$ cat src/rtl/core/scob_pkg.sv
// Package for the span coverage occlusion buffer: command codes, widths and the token type.
package scob_pkg;

    // Default geometry of the coverage line.
    localparam int SCREEN_WIDTH_DEF = 320;
    localparam int WORD_COUNT_DEF   = 10;

    // Bits in one storage word of the coverage line.
    localparam int WORD_BITS = 32;

    // Column index width, wide enough for the largest store of 64 words.
    localparam int COL_W = 11;

    // Command codes carried by the cmd field.
    typedef enum logic [1:0] {
        CMD_RESET = 2'd0,
        CMD_TEST  = 2'd1,
        CMD_MARK  = 2'd2,
        CMD_NOP   = 2'd3
    } t_cmd;

    // The decoded item as it walks the chain of cells, with its running results.
    typedef struct packed {
        logic             clear;
        logic             span_en;
        logic             mark;
        logic [COL_W-1:0] lo;
        logic [COL_W-1:0] hi;
        logic             vis;
        logic             full;
    } t_token;

endpackage

$ cat src/rtl/core/scob_in_if.sv
// Interface for the span command channel of the occlusion buffer.
interface scob_in_if;
    logic               valid;
    logic               ready;
    logic        [1:0]  cmd;
    logic signed [15:0] left_x;
    logic signed [15:0] right_x;

    modport source (output valid, output cmd, output left_x, output right_x, input ready);
    modport sink   (input valid, input cmd, input left_x, input right_x, output ready);
endinterface

$ cat src/rtl/core/scob_out_if.sv
// Interface for the result channel of the occlusion buffer.
interface scob_out_if;
    logic valid;
    logic ready;
    logic visible;
    logic line_full;

    modport source (output valid, output visible, output line_full, input ready);
    modport sink   (input valid, input visible, input line_full, output ready);
endinterface

$ cat src/rtl/core/scob_cell.sv
// One cell of the coverage chain: a 32-column word and the token stage behind it.
module scob_cell #(
    parameter int CELL_INDEX  = 0,
    parameter int ACTIVE_COLS = scob_pkg::SCREEN_WIDTH_DEF
) (
    input  logic            i_clk,
    input  logic            i_rst_n,
    input  logic            i_adv,
    input  logic            i_tok_valid,
    input  scob_pkg::t_token i_tok,
    output logic            o_tok_valid,
    output scob_pkg::t_token o_tok
);

    localparam int BASE = CELL_INDEX * scob_pkg::WORD_BITS;

    logic [scob_pkg::WORD_BITS-1:0] r_word;
    logic [scob_pkg::WORD_BITS-1:0] n_word;
    logic [scob_pkg::WORD_BITS-1:0] w_span_mask;
    logic [scob_pkg::WORD_BITS-1:0] w_active_mask;
    scob_pkg::t_token               r_tok;
    scob_pkg::t_token               n_tok;
    logic                           r_tok_valid;

    // Column k of this word sits at bit 31-k, so column 0 of the line is the MSB of word 0.
    always_comb begin
        logic [scob_pkg::COL_W-1:0] col;
        col = '0;
        for (int k = 0; k < scob_pkg::WORD_BITS; k++) begin
            col = scob_pkg::COL_W'(BASE + k);
            w_span_mask[scob_pkg::WORD_BITS-1-k]   = i_tok.span_en &&
                                                     (col >= i_tok.lo) && (col <= i_tok.hi);
            w_active_mask[scob_pkg::WORD_BITS-1-k] = ((BASE + k) < ACTIVE_COLS);
        end
    end

    always_comb begin
        n_word = r_word;
        if (i_tok.clear) begin
            n_word = '1;
        end else if (i_tok.mark) begin
            n_word = r_word & ~w_span_mask;
        end
        n_tok      = i_tok;
        n_tok.vis  = i_tok.vis | (|(r_word & w_span_mask));
        n_tok.full = i_tok.full & ((n_word & w_active_mask) == '0);
    end

    always_ff @(posedge i_clk) begin
        if (!i_rst_n) begin
            r_word      <= '1;
            r_tok_valid <= 1'b0;
        end else if (i_adv) begin
            r_tok_valid <= i_tok_valid;
            if (i_tok_valid) begin
                r_word <= n_word;
            end
        end
    end

    always_ff @(posedge i_clk) begin
        if (i_adv) begin
            r_tok <= n_tok;
        end
    end

    assign o_tok_valid = r_tok_valid;
    assign o_tok       = r_tok;

endmodule

$ cat src/rtl/core/span_coverage_occlusion_buffer_top.sv
// Top level of the span coverage occlusion buffer: span decode, cell chain and result register.
//
// Usage. Items arrive on i_span (valid/ready): cmd 0 frees every column, cmd 1 tests the
// span left_x..right_x (right exclusive) for any free column, cmd 2 tests it and marks it
// used, cmd 3 does nothing. Each transaction gives exactly one result transaction on
// o_result with visible (some column of the clipped span was free before the item) and
// line_full (no active column is free after the item).
// The item is decoded and clipped into a stage register, then walks the chain of
// WORD_COUNT cells, one cell per cycle while the chain is not stalled, each cell owning
// one 32-column word; after the last cell the result is taken into the output register.
// Items are handled one at a time: a new item is taken only once the earlier token has
// left the last cell of the chain for the output register.
// A new item is taken while an earlier result still waits in the output register.
// Stalls: if the receiver holds ready low, the result stays in the output register;
// a following token parks in the last cell until the register frees up.
// Reset: i_rst_n (synchronous, active low) frees every column and empties the chain
// and the output register.
module span_coverage_occlusion_buffer_top #(
    parameter int SCREEN_WIDTH = scob_pkg::SCREEN_WIDTH_DEF,
    parameter int WORD_COUNT   = scob_pkg::WORD_COUNT_DEF
) (
    input  logic   i_clk,
    input  logic   i_rst_n,
    scob_in_if.sink    i_span,
    scob_out_if.source o_result
);

    localparam int STORE_COLS  = WORD_COUNT * scob_pkg::WORD_BITS;
    localparam int ACTIVE_COLS = (SCREEN_WIDTH < STORE_COLS) ? SCREEN_WIDTH : STORE_COLS;
    localparam logic signed [16:0] ACTIVE_S = 17'(ACTIVE_COLS);
    localparam logic [scob_pkg::COL_W-1:0] ACTIVE_HI = scob_pkg::COL_W'(ACTIVE_COLS - 1);

    // Token chain: index 0 is the decode stage, index i+1 is the register of cell i.
    logic             w_vld [WORD_COUNT+1];
    scob_pkg::t_token w_tok [WORD_COUNT+1];
    logic [WORD_COUNT:0] w_vld_vec;

    logic             r_busy;
    logic             r_tok0_valid;
    scob_pkg::t_token r_tok0;
    scob_pkg::t_token n_tok0;
    logic             r_out_valid;
    logic             r_visible;
    logic             r_line_full;

    logic w_accept;
    logic w_adv;
    logic w_done;

    logic signed [16:0] w_l;
    logic signed [16:0] w_r;
    logic signed [16:0] w_lo;
    logic signed [16:0] w_hi;

    assign i_span.ready = !r_busy;
    assign w_accept     = i_span.valid && !r_busy;

    // The chain only holds still when a finished token in the last cell cannot move on.
    assign w_done = w_vld[WORD_COUNT] && (!r_out_valid || o_result.ready);
    assign w_adv  = !(w_vld[WORD_COUNT] && r_out_valid && !o_result.ready);

    // Span decode: the exclusive right edge becomes inclusive, the ends are ordered,
    // and the span is clipped to the active part of the line.
    always_comb begin
        w_l  = {i_span.left_x[15], i_span.left_x};
        w_r  = {i_span.right_x[15], i_span.right_x} - 17'sd1;
        w_lo = (w_l > w_r) ? w_r : w_l;
        w_hi = (w_l > w_r) ? w_l : w_r;

        n_tok0         = '0;
        n_tok0.full    = 1'b1;
        n_tok0.lo      = (w_lo < 17'sd0) ? '0 : w_lo[scob_pkg::COL_W-1:0];
        n_tok0.hi      = (w_hi > ACTIVE_S - 17'sd1) ? ACTIVE_HI
                                                      : w_hi[scob_pkg::COL_W-1:0];
        unique case (scob_pkg::t_cmd'(i_span.cmd))
            scob_pkg::CMD_RESET: begin
                n_tok0.clear = 1'b1;
            end
            scob_pkg::CMD_TEST, scob_pkg::CMD_MARK: begin
                n_tok0.mark    = (scob_pkg::t_cmd'(i_span.cmd) == scob_pkg::CMD_MARK);
                // An empty span or one wholly off the line leaves everything untouched.
                n_tok0.span_en = (i_span.left_x != i_span.right_x) &&
                                 (w_lo < ACTIVE_S) && (w_hi >= 17'sd0);
                n_tok0.mark    = n_tok0.mark && n_tok0.span_en;
            end
            scob_pkg::CMD_NOP: begin
                n_tok0.clear = 1'b0;
            end
        endcase
    end

    always_ff @(posedge i_clk) begin
        if (!i_rst_n) begin
            r_busy       <= 1'b0;
            r_tok0_valid <= 1'b0;
            r_out_valid  <= 1'b0;
        end else begin
            if (w_accept) begin
                r_busy <= 1'b1;
            end else if (w_done) begin
                r_busy <= 1'b0;
            end
            if (w_accept) begin
                r_tok0_valid <= 1'b1;
            end else if (w_adv) begin
                r_tok0_valid <= 1'b0;
            end
            if (w_done) begin
                r_out_valid <= 1'b1;
            end else if (o_result.ready) begin
                r_out_valid <= 1'b0;
            end
        end
    end

    always_ff @(posedge i_clk) begin
        if (w_accept) begin
            r_tok0 <= n_tok0;
        end
        if (w_done) begin
            r_visible   <= w_tok[WORD_COUNT].vis;
            r_line_full <= w_tok[WORD_COUNT].full;
        end
    end

    assign w_vld[0] = r_tok0_valid;
    assign w_tok[0] = r_tok0;

    for (genvar g = 0; g < WORD_COUNT; g++) begin : g_cell
        scob_cell #(
            .CELL_INDEX  (g),
            .ACTIVE_COLS (ACTIVE_COLS)
        ) u_cell (
            .i_clk       (i_clk),
            .i_rst_n     (i_rst_n),
            .i_adv       (w_adv),
            .i_tok_valid (w_vld[g]),
            .i_tok       (w_tok[g]),
            .o_tok_valid (w_vld[g+1]),
            .o_tok       (w_tok[g+1])
        );
    end

    always_comb begin
        for (int i = 0; i <= WORD_COUNT; i++) begin
            w_vld_vec[i] = w_vld[i];
        end
    end

    assign o_result.valid     = r_out_valid;
    assign o_result.visible   = r_visible;
    assign o_result.line_full = r_line_full;

`ifndef SYNTHESIS
    // Only one item is ever in flight along the chain.
    a_one_token: assert property (@(posedge i_clk) disable iff (!i_rst_n)
        $onehot0(w_vld_vec))
        else $error("more than one token in the cell chain");

    // The busy flag tracks exactly whether a token is somewhere in the chain.
    a_busy_match: assert property (@(posedge i_clk) disable iff (!i_rst_n)
        r_busy == (|w_vld_vec))
        else $error("busy flag disagrees with the chain contents");

    // A reset command always finishes as not visible and not full.
    a_clear_result: assert property (@(posedge i_clk) disable iff (!i_rst_n)
        (w_vld[WORD_COUNT] && w_tok[WORD_COUNT].clear) |->
            (!w_tok[WORD_COUNT].vis && !w_tok[WORD_COUNT].full))
        else $error("reset command produced a visible or full result");

    // A token leaving the chain lands in the output register on the next edge.
    a_result_lands: assert property (@(posedge i_clk) disable iff (!i_rst_n)
        w_done |=> r_out_valid)
        else $error("finished token did not reach the output register");
`endif

endmodule
$ cat src/flat_wrapper.sv
// flat-port wrapper written by rule: the top's interface ports become plain ports
module span_coverage_occlusion_buffer_top_flat 
#(
    parameter int SCREEN_WIDTH = scob_pkg::SCREEN_WIDTH_DEF,
    parameter int WORD_COUNT   = scob_pkg::WORD_COUNT_DEF
)
  (i_clk, i_rst_n, i_span_valid, i_span_cmd, i_span_left_x, i_span_right_x, i_span_ready, o_result_valid, o_result_visible, o_result_line_full, o_result_ready);
  scob_in_if i_span_i ();
  scob_out_if o_result_i ();
  input  logic i_clk;
  input  logic i_rst_n;
  input wire logic [$bits(i_span_i.valid)-1:0] i_span_valid;
  input wire logic [$bits(i_span_i.cmd)-1:0] i_span_cmd;
  input wire logic [$bits(i_span_i.left_x)-1:0] i_span_left_x;
  input wire logic [$bits(i_span_i.right_x)-1:0] i_span_right_x;
  output wire logic [$bits(i_span_i.ready)-1:0] i_span_ready;
  output wire logic [$bits(o_result_i.valid)-1:0] o_result_valid;
  output wire logic [$bits(o_result_i.visible)-1:0] o_result_visible;
  output wire logic [$bits(o_result_i.line_full)-1:0] o_result_line_full;
  input wire logic [$bits(o_result_i.ready)-1:0] o_result_ready;
  assign i_span_i.valid = i_span_valid;
  assign i_span_i.cmd = i_span_cmd;
  assign i_span_i.left_x = i_span_left_x;
  assign i_span_i.right_x = i_span_right_x;
  assign i_span_ready = i_span_i.ready;
  assign o_result_valid = o_result_i.valid;
  assign o_result_visible = o_result_i.visible;
  assign o_result_line_full = o_result_i.line_full;
  assign o_result_i.ready = o_result_ready;
  span_coverage_occlusion_buffer_top #(.SCREEN_WIDTH(SCREEN_WIDTH), .WORD_COUNT(WORD_COUNT)) u_core (.i_clk(i_clk), .i_rst_n(i_rst_n), .i_span(i_span_i), .o_result(o_result_i));
endmodule
$ cat config.mk
export PLATFORM = sky130hd
export DESIGN_NAME = span_coverage_occlusion_buffer_top_flat
export DESIGN_NICKNAME = d
export VERILOG_FILES = /design/src/rtl/core/scob_pkg.sv /design/src/rtl/core/scob_in_if.sv /design/src/rtl/core/scob_out_if.sv /design/src/rtl/core/scob_cell.sv /design/src/rtl/core/span_coverage_occlusion_buffer_top.sv /design/src/flat_wrapper.sv
export SDC_FILE = /design/constraint.sdc
export NUM_CORES = 2
export LEC_CHECK = 0
export BUFFER_PORTS_ARGS = -buffer_cell sky130_fd_sc_hd__buf_2
export CAP_MARGIN = 0
export CELL_PAD_IN_SITES_DETAIL_PLACEMENT = 1
export CELL_PAD_IN_SITES_GLOBAL_PLACEMENT = 1
export CORE_MARGIN = 5
export CORE_UTILIZATION = 49
export CTS_CLUSTER_DIAMETER = 60
export DETAILED_ROUTE_END_ITERATION = 8
export PLACE_DENSITY_LB_ADDON = 0.08
export SETUP_SLACK_MARGIN = 0.4
export SLEW_MARGIN = 20
export SYNTH_ARGS = -nofsm -noshare
export SYNTH_HDL_FRONTEND = slang
export SYNTH_SLANG_ARGS = --single-unit
$ cat constraint.sdc
create_clock -name i_clk -period 11.98 [get_ports i_clk]
set_input_delay 0.599 -clock i_clk [delete_from_list [all_inputs] [get_ports i_clk]]
set_output_delay 0.599 -clock i_clk [all_outputs]
set_load 0.005 [all_outputs]
Word-level counts from Yosys, hierarchy flattened
Index checks and enable logic that the tools add are counted.
- input port bits: 38
- bits in registers: 605
- output and inout port bits: 4
- word-level logic and storage cells: 1508
- muxes and demuxes: 29
- order comparisons: 645
- reduce and logical (&&, ||, !) cells: 685
- add/subtract/negate cells: 1
- bitwise operators: 49
- equality and inequality tests: 4
- operator list (cell ; count):
    $ge 8x11->1 const A ; 128
    $le 8x11->1 const A ; 128
    $ge 7x11->1 const A ; 64
    $ge 9x11->1 const A ; 64
    $le 7x11->1 const A ; 64
    $le 9x11->1 const A ; 64
    $logic_and 1x1->1 ; 647
    $and 32x32->32 ; 20
    $mux 32 ; 20
    $ge 6x11->1 const A ; 32
    $le 6x11->1 const A ; 32
    $logic_not 32->1 ; 10
    $not 32->32 ; 10
    $reduce_or 32->1 ; 10
    $ge 5x11->1 const A ; 16
    $le 5x11->1 const A ; 16
    $ge 4x11->1 const A ; 8
    $le 4x11->1 const A ; 8
    $ge 3x11->1 const A ; 4
    $le 3x11->1 const A ; 4
    $mux 17 ; 2
    $ge 1x11->1 const A ; 2
    $ge 2x11->1 const A ; 2
    $le 1x11->1 const A ; 2
    21 further kinds ; 56

Longest topological paths before layout
- word-level depth: 9
- mapped depth: 16
- mapped depth without buffers: 15

Cells and area by module
From an unflattened synthesis, not the netlist that was laid out.
- cells, all modules: 4408
- area, all modules: 37726.2 sq um
- by module, submodules not included (module ; cells an instance ; times used ; area each (sq um)):
    scob_cell (u_core.g_cell[4].u_cell) ; 447 ; 1 ; 3848.7
    scob_cell (u_core.g_cell[2].u_cell) ; 435 ; 1 ; 3704.8
    scob_cell (u_core.g_cell[6].u_cell) ; 427 ; 1 ; 3555.9
    scob_cell (u_core.g_cell[9].u_cell) ; 421 ; 1 ; 3550.9
    scob_cell (u_core.g_cell[1].u_cell) ; 412 ; 1 ; 3543.4
    scob_cell (u_core.g_cell[7].u_cell) ; 394 ; 1 ; 3470.8
    scob_cell (u_core.g_cell[8].u_cell) ; 417 ; 1 ; 3462.1
    scob_cell (u_core.g_cell[5].u_cell) ; 420 ; 1 ; 3460.8
    scob_cell (u_core.g_cell[0].u_cell) ; 384 ; 1 ; 3340.7
    scob_cell (u_core.g_cell[3].u_cell) ; 392 ; 1 ; 3299.4
    span_coverage_occlusion_buffer_top ; 259 ; 1 ; 2488.6

Least setup slack after synthesis
No wires, ideal clock.
- path kind: input port to flip-flop
- start point: in o_result_ready
- end point: reg u_core.g_cell[0].u_cell.r_word[29] (netlist name)
- arrival time: 9.587 ns
- library setup time: 0.134 ns
- cell stages on the path: 8
- slack: 2.259 ns
- buffers on the path: 2
- path through: nor2b_1 -> and2_1 -> inv_1 -> clkbuf_1 -> clkbuf_1 -> nand2_1 -> a211oi_1 -> o21ai_0
- cells in the longest elaborated chain, start to end: 4
- ends and longest elaborated chain (item ; line ; source):
    start, declared ; flat_wrapper.sv:20 ; input wire logic [$bits(o_result_i.ready)-1:0] o_result_ready;
    $logic_not 1->1 ; span_coverage_occlusion_buffer_top.sv:60 ; assign w_adv = !(w_vld[WORD_COUNT] && r_out_valid && !o_result.ready);
    $logic_and 1x1->1 ; span_coverage_occlusion_buffer_top.sv:60 ;
    $not 1->1 (no source line) ; - ;
    $reduce_and 2->1 (no source line) ; - ;
    end signal, assigned ; scob_cell.sv:56 ; r_word <= n_word;
    end, declared ; scob_cell.sv:17 ; logic [scob_pkg::WORD_BITS-1:0] r_word;
Every way passes these cells.
A chain may end at the register's enable or synchronous reset.

Worst setup path after layout
- start point: in i_span_right_x[10]
- end point: reg u_core.r_tok0[6] (netlist name), data pin
- cells in the longest elaborated chain, start to end: 4
- ends and longest elaborated chain (item ; line ; source):
    start, declared ; flat_wrapper.sv:15 ; input wire logic [$bits(i_span_i.right_x)-1:0] i_span_right_x;
    $sub 16x2->17 (*) ; span_coverage_occlusion_buffer_top.sv:66 ; w_r = {i_span.right_x[15], i_span.right_x} - 17'sd1;
    $gt 16x17->1 ; span_coverage_occlusion_buffer_top.sv:68 ; w_hi = (w_l > w_r) ? w_l : w_r;
    $mux 17 (*) ; span_coverage_occlusion_buffer_top.sv:68 ;
    $gt 17x10->1 ; span_coverage_occlusion_buffer_top.sv:73 ; n_tok0.hi = (w_hi > ACTIVE_S - 17'sd1) ? ACTIVE_HI
    end signal, assigned ; span_coverage_occlusion_buffer_top.sv:118 ; r_tok0 <= n_tok0;
    end, declared ; span_coverage_occlusion_buffer_top.sv:40 ; scob_pkg::t_token r_tok0;
Every way passes the cells marked *; elsewhere a longest branch is shown, timed or not.

==> metrics.csv <==
metric,value,unit
Detail Placement HPWL,88550,um
CTS Buffer Depth,3,
final setup violation count,0,
Core Region,0.07136,mm^2
CP bufs+invs,2,
CP Class,in2reg,
Gate power share,0.115,
Synth top area share,0.2322,
max_slew headroom,0.2700,
diodes inserted,0,
Sequential Power Share,0.464,
later-pin clock latency in the skew report,0.63,ns
Synth Area per Inst,8.261,um^2
Worst path max stage delay,0.79,ns
final hold slack,0.2143,ns
total grt overflow,0,
R2R setup slack,7.70,ns
cts repair resizes,0,
fmax,226.1,MHz
I/O pins,42,
wire per inst,24.07,um
vias in the first global route,34660,
crit path max fanout,11,
Post-synth EDFFs,272,
CP top delay family,compound AO/OA/AOI/OAI gates,
Yosys cell types,91,
number of remaining DRC errors,0,
fin crit share,0.3692,
vias per inst,6.711,
Die ar.,0.07724,mm^2
setup total negative slack,0,ns
placer congestion estimate,0.9399,
WL final,124200,um
pins over their slew limit,0,
ys flop type,dfxtp_1,
CP arrival,4.77,ns
VDD IR max,0.1402,mV
pwr dens,137.6,mW/mm^2
Pint,3723,uW
Min-Delay Path Class,in2reg,
total CTS buffers,75,
first-pass GRT wire length,197600,um
Die X,277.9,um
Post-Syn Nets,4314,
clk sink count,605,
Core Rows,98,
Cells after Synth,4258,
CTS Hold Buffers Added,0,
gr usage total,0.3083,
RSZ-0062 raised after global routing,false,
Worst Setup Start Kind,primary input,
Net Switching,1549,uW
total power,5272,uW
Yosys top cell by area,edfxtp_1,
Post-Route Skew,0.02543,ns
sequential-to-total area share from yosys stat,0.4217,
postcts setup bufs,0,
crit-path cells,buf_2 > nor4_1 > nand2_1 > o41ai_1 > inv_1 > ha_1 > a211oi_1 > o31ai_1 > a31o_2 > o211a_1 > nor2_1 > a211o_1 > o211ai_1,
Max Cap Viol,0,
"commonest non-fill, non-tap cell in the layout",nand2_1,
nets,4203,
clock power share,0.422,
type of destination of the critical path,flop,
H-tree depth,3,
switching part of the total,0.2938,
initial antenna violation count,0,
via count,34630,
crit path max-delay cell type,nor4_1,
Tmin final,4.423,ns
status,completed,
number of port buffers,41,
Initial Utilization,0.4929,
slew of the pin with the lowest slew margin,1.086,ns
starting DRC count in detailed routing,3406,
final hold vios,0,
synthesized flop and latch total,605,
Clock transition at path regs,0.06,ns
DR pass1 iterations,6,
"Req. time, crit path",12.33,ns
ys async rst share,0,
synth warn,0,
Die Height,277.9,um
Leak,0.01432,uW
CTS tree,built,
mapped cell area,0.03517,mm^2
most frequent cells in the layout,"nand2_1, o21ai_0, dfxtp_1, edfxtp_1, a21oi_1",
Root Buffer,clkbuf_16,
placed cell areas,0.03592,mm^2
largest net degree at the start of global routing,90,
share of layout cells above drive strength 1,0.06366,
Final Cell Area,0.03832,mm^2
Layout area overhead,8.936,%
DRT antenna net count,0,
"top cells by area, synth","edfxtp_1, dfxtp_1, nand2_1, o21ai_0, a21oi_1",
[final cells by class]
class	instances	area, um^2
fill	8521	33050
multi-input combinational	3226	18780
sequential	605	14830
clock buffer	96	2018
tap	950	1189
inverter	154	585.6
timing repair buffer	85	538.0
clock inverter	44	370.4
[worst reg2reg max path, stage by stage, from the launching register on]
cell	delay [ns]
dfxtp_1	0.30
nor2b_1	0.15
and2_1	0.16
buf_4	0.23
inv_8	0.49
buf_4	0.74
buf_4	0.75
and2_1	0.25
buf_4	0.26
nand2b_1	0.43
a21oi_1	0.27
o21ai_0	0.10
[routing by layer]
layer | GRT usage | wire length, um | vias to the layer above
met5 | 0 | 0 | -
met4 | 0.1080 | 4827 | 0
met3 | 0.03964 | 6614 | 304
met2 | 0.5222 | 59750 | 1266
met1 | 0.4089 | 53020 | 17130
li1 | - | - | 15930
[power by group through the flow]
stage | sequential [uW] | clock (uW) | combinational, uW
finish | 2450 | 2220 | 604
global route | 2450 | 2350 | 656
CTS | 2440 | 2260 | 593
detailed placement | 2480 | 0 | 587
global placement | 2470 | 0 | 577
floorplan | 2340 | 0 | 473
[registers in the layout, indices dropped and copies added, names as in the netlist]
| name | count |
|---|---|
| u_core.g_cell.u_cell.o_tok | 245 |
| u_core.g_cell.u_cell.o_tok_valid | 10 |
| u_core.g_cell.u_cell.r_word | 320 |
| u_core.o_result.line_full | 1 |
| u_core.o_result.valid | 1 |
| u_core.o_result.visible | 1 |
| u_core.r_busy | 1 |
| u_core.r_tok0 | 25 |
| u_core.r_tok0_valid | 1 |
[cell usage after synthesis, types with 17 or more instances]
cell type / n
a211o_1: 26
a211oi_1: 65
a21boi_0: 88
a21o_1: 32
a21oi_1: 223
a221oi_1: 54
a22o_1: 21
a22oi_1: 40
a31oi_1: 38
and2_1: 48
and3_1: 47
buf_1: 17
clkbuf_1: 253
dfxtp_1: 333
edfxtp_1: 272
ha_1: 18
inv_1: 153
nand2_1: 744
nand2b_1: 30
nand3_1: 192
nand3b_1: 21
nand4_1: 112
nor2_1: 206
nor2b_1: 21
nor3_1: 103
nor4_1: 52
o2111ai_1: 27
o211ai_1: 104
o21a_1: 38
o21ai_0: 360
o22ai_1: 52
o31ai_1: 52
o41ai_1: 21
or2_2: 25
or3_1: 30
xor2_1: 20
[cells by family after synthesis]
| kind of cell | after synthesis | synth area share |
|---|---|---|
| compound gates | 1439 | 0.2783 |
| buf+inv | 427 | 0.04592 |
| flops | 605 | 0.4217 |
| simple gates | 1737 | 0.2395 |
| xor+xnor | 28 | 0.006972 |
| mux | 4 | 0.001138 |
| fa+ha+maj | 18 | 0.006403 |
[worst paths after layout]
check,start,endpoint,depth (start not counted)
worst min register to register,u_core.g_cell[9].u_cell.o_tok[0]$_DFFE_PN_,u_core.o_result.line_full$_DFFE_PP_,0
worst max register to register,u_core.o_result.valid$_SDFFE_PN0P_,u_core.g_cell[8].u_cell.r_word[2]$_SDFFE_PN1P_,11
worst min-delay path,i_span_valid,u_core.r_busy$_SDFFE_PN0P_,2
worst max-delay path,i_span_right_x[10],u_core.r_tok0[6]$_SDFFCE_PN1P_,13
[per-stage QoR]
stage | cells | util | setup WS, ns
finish | 5160 | 0.5369 | 7.557
global route | 5160 | 0.5369 | 7.181
CTS | 5160 | 0.5368 | 7.593
detailed placement | 5020 | 0.5033 | 6.938
global placement | 5020 | 0.5032 | 7.226
floorplan | 4258 | - | 2.259
(Power assumes the default switching activity.)
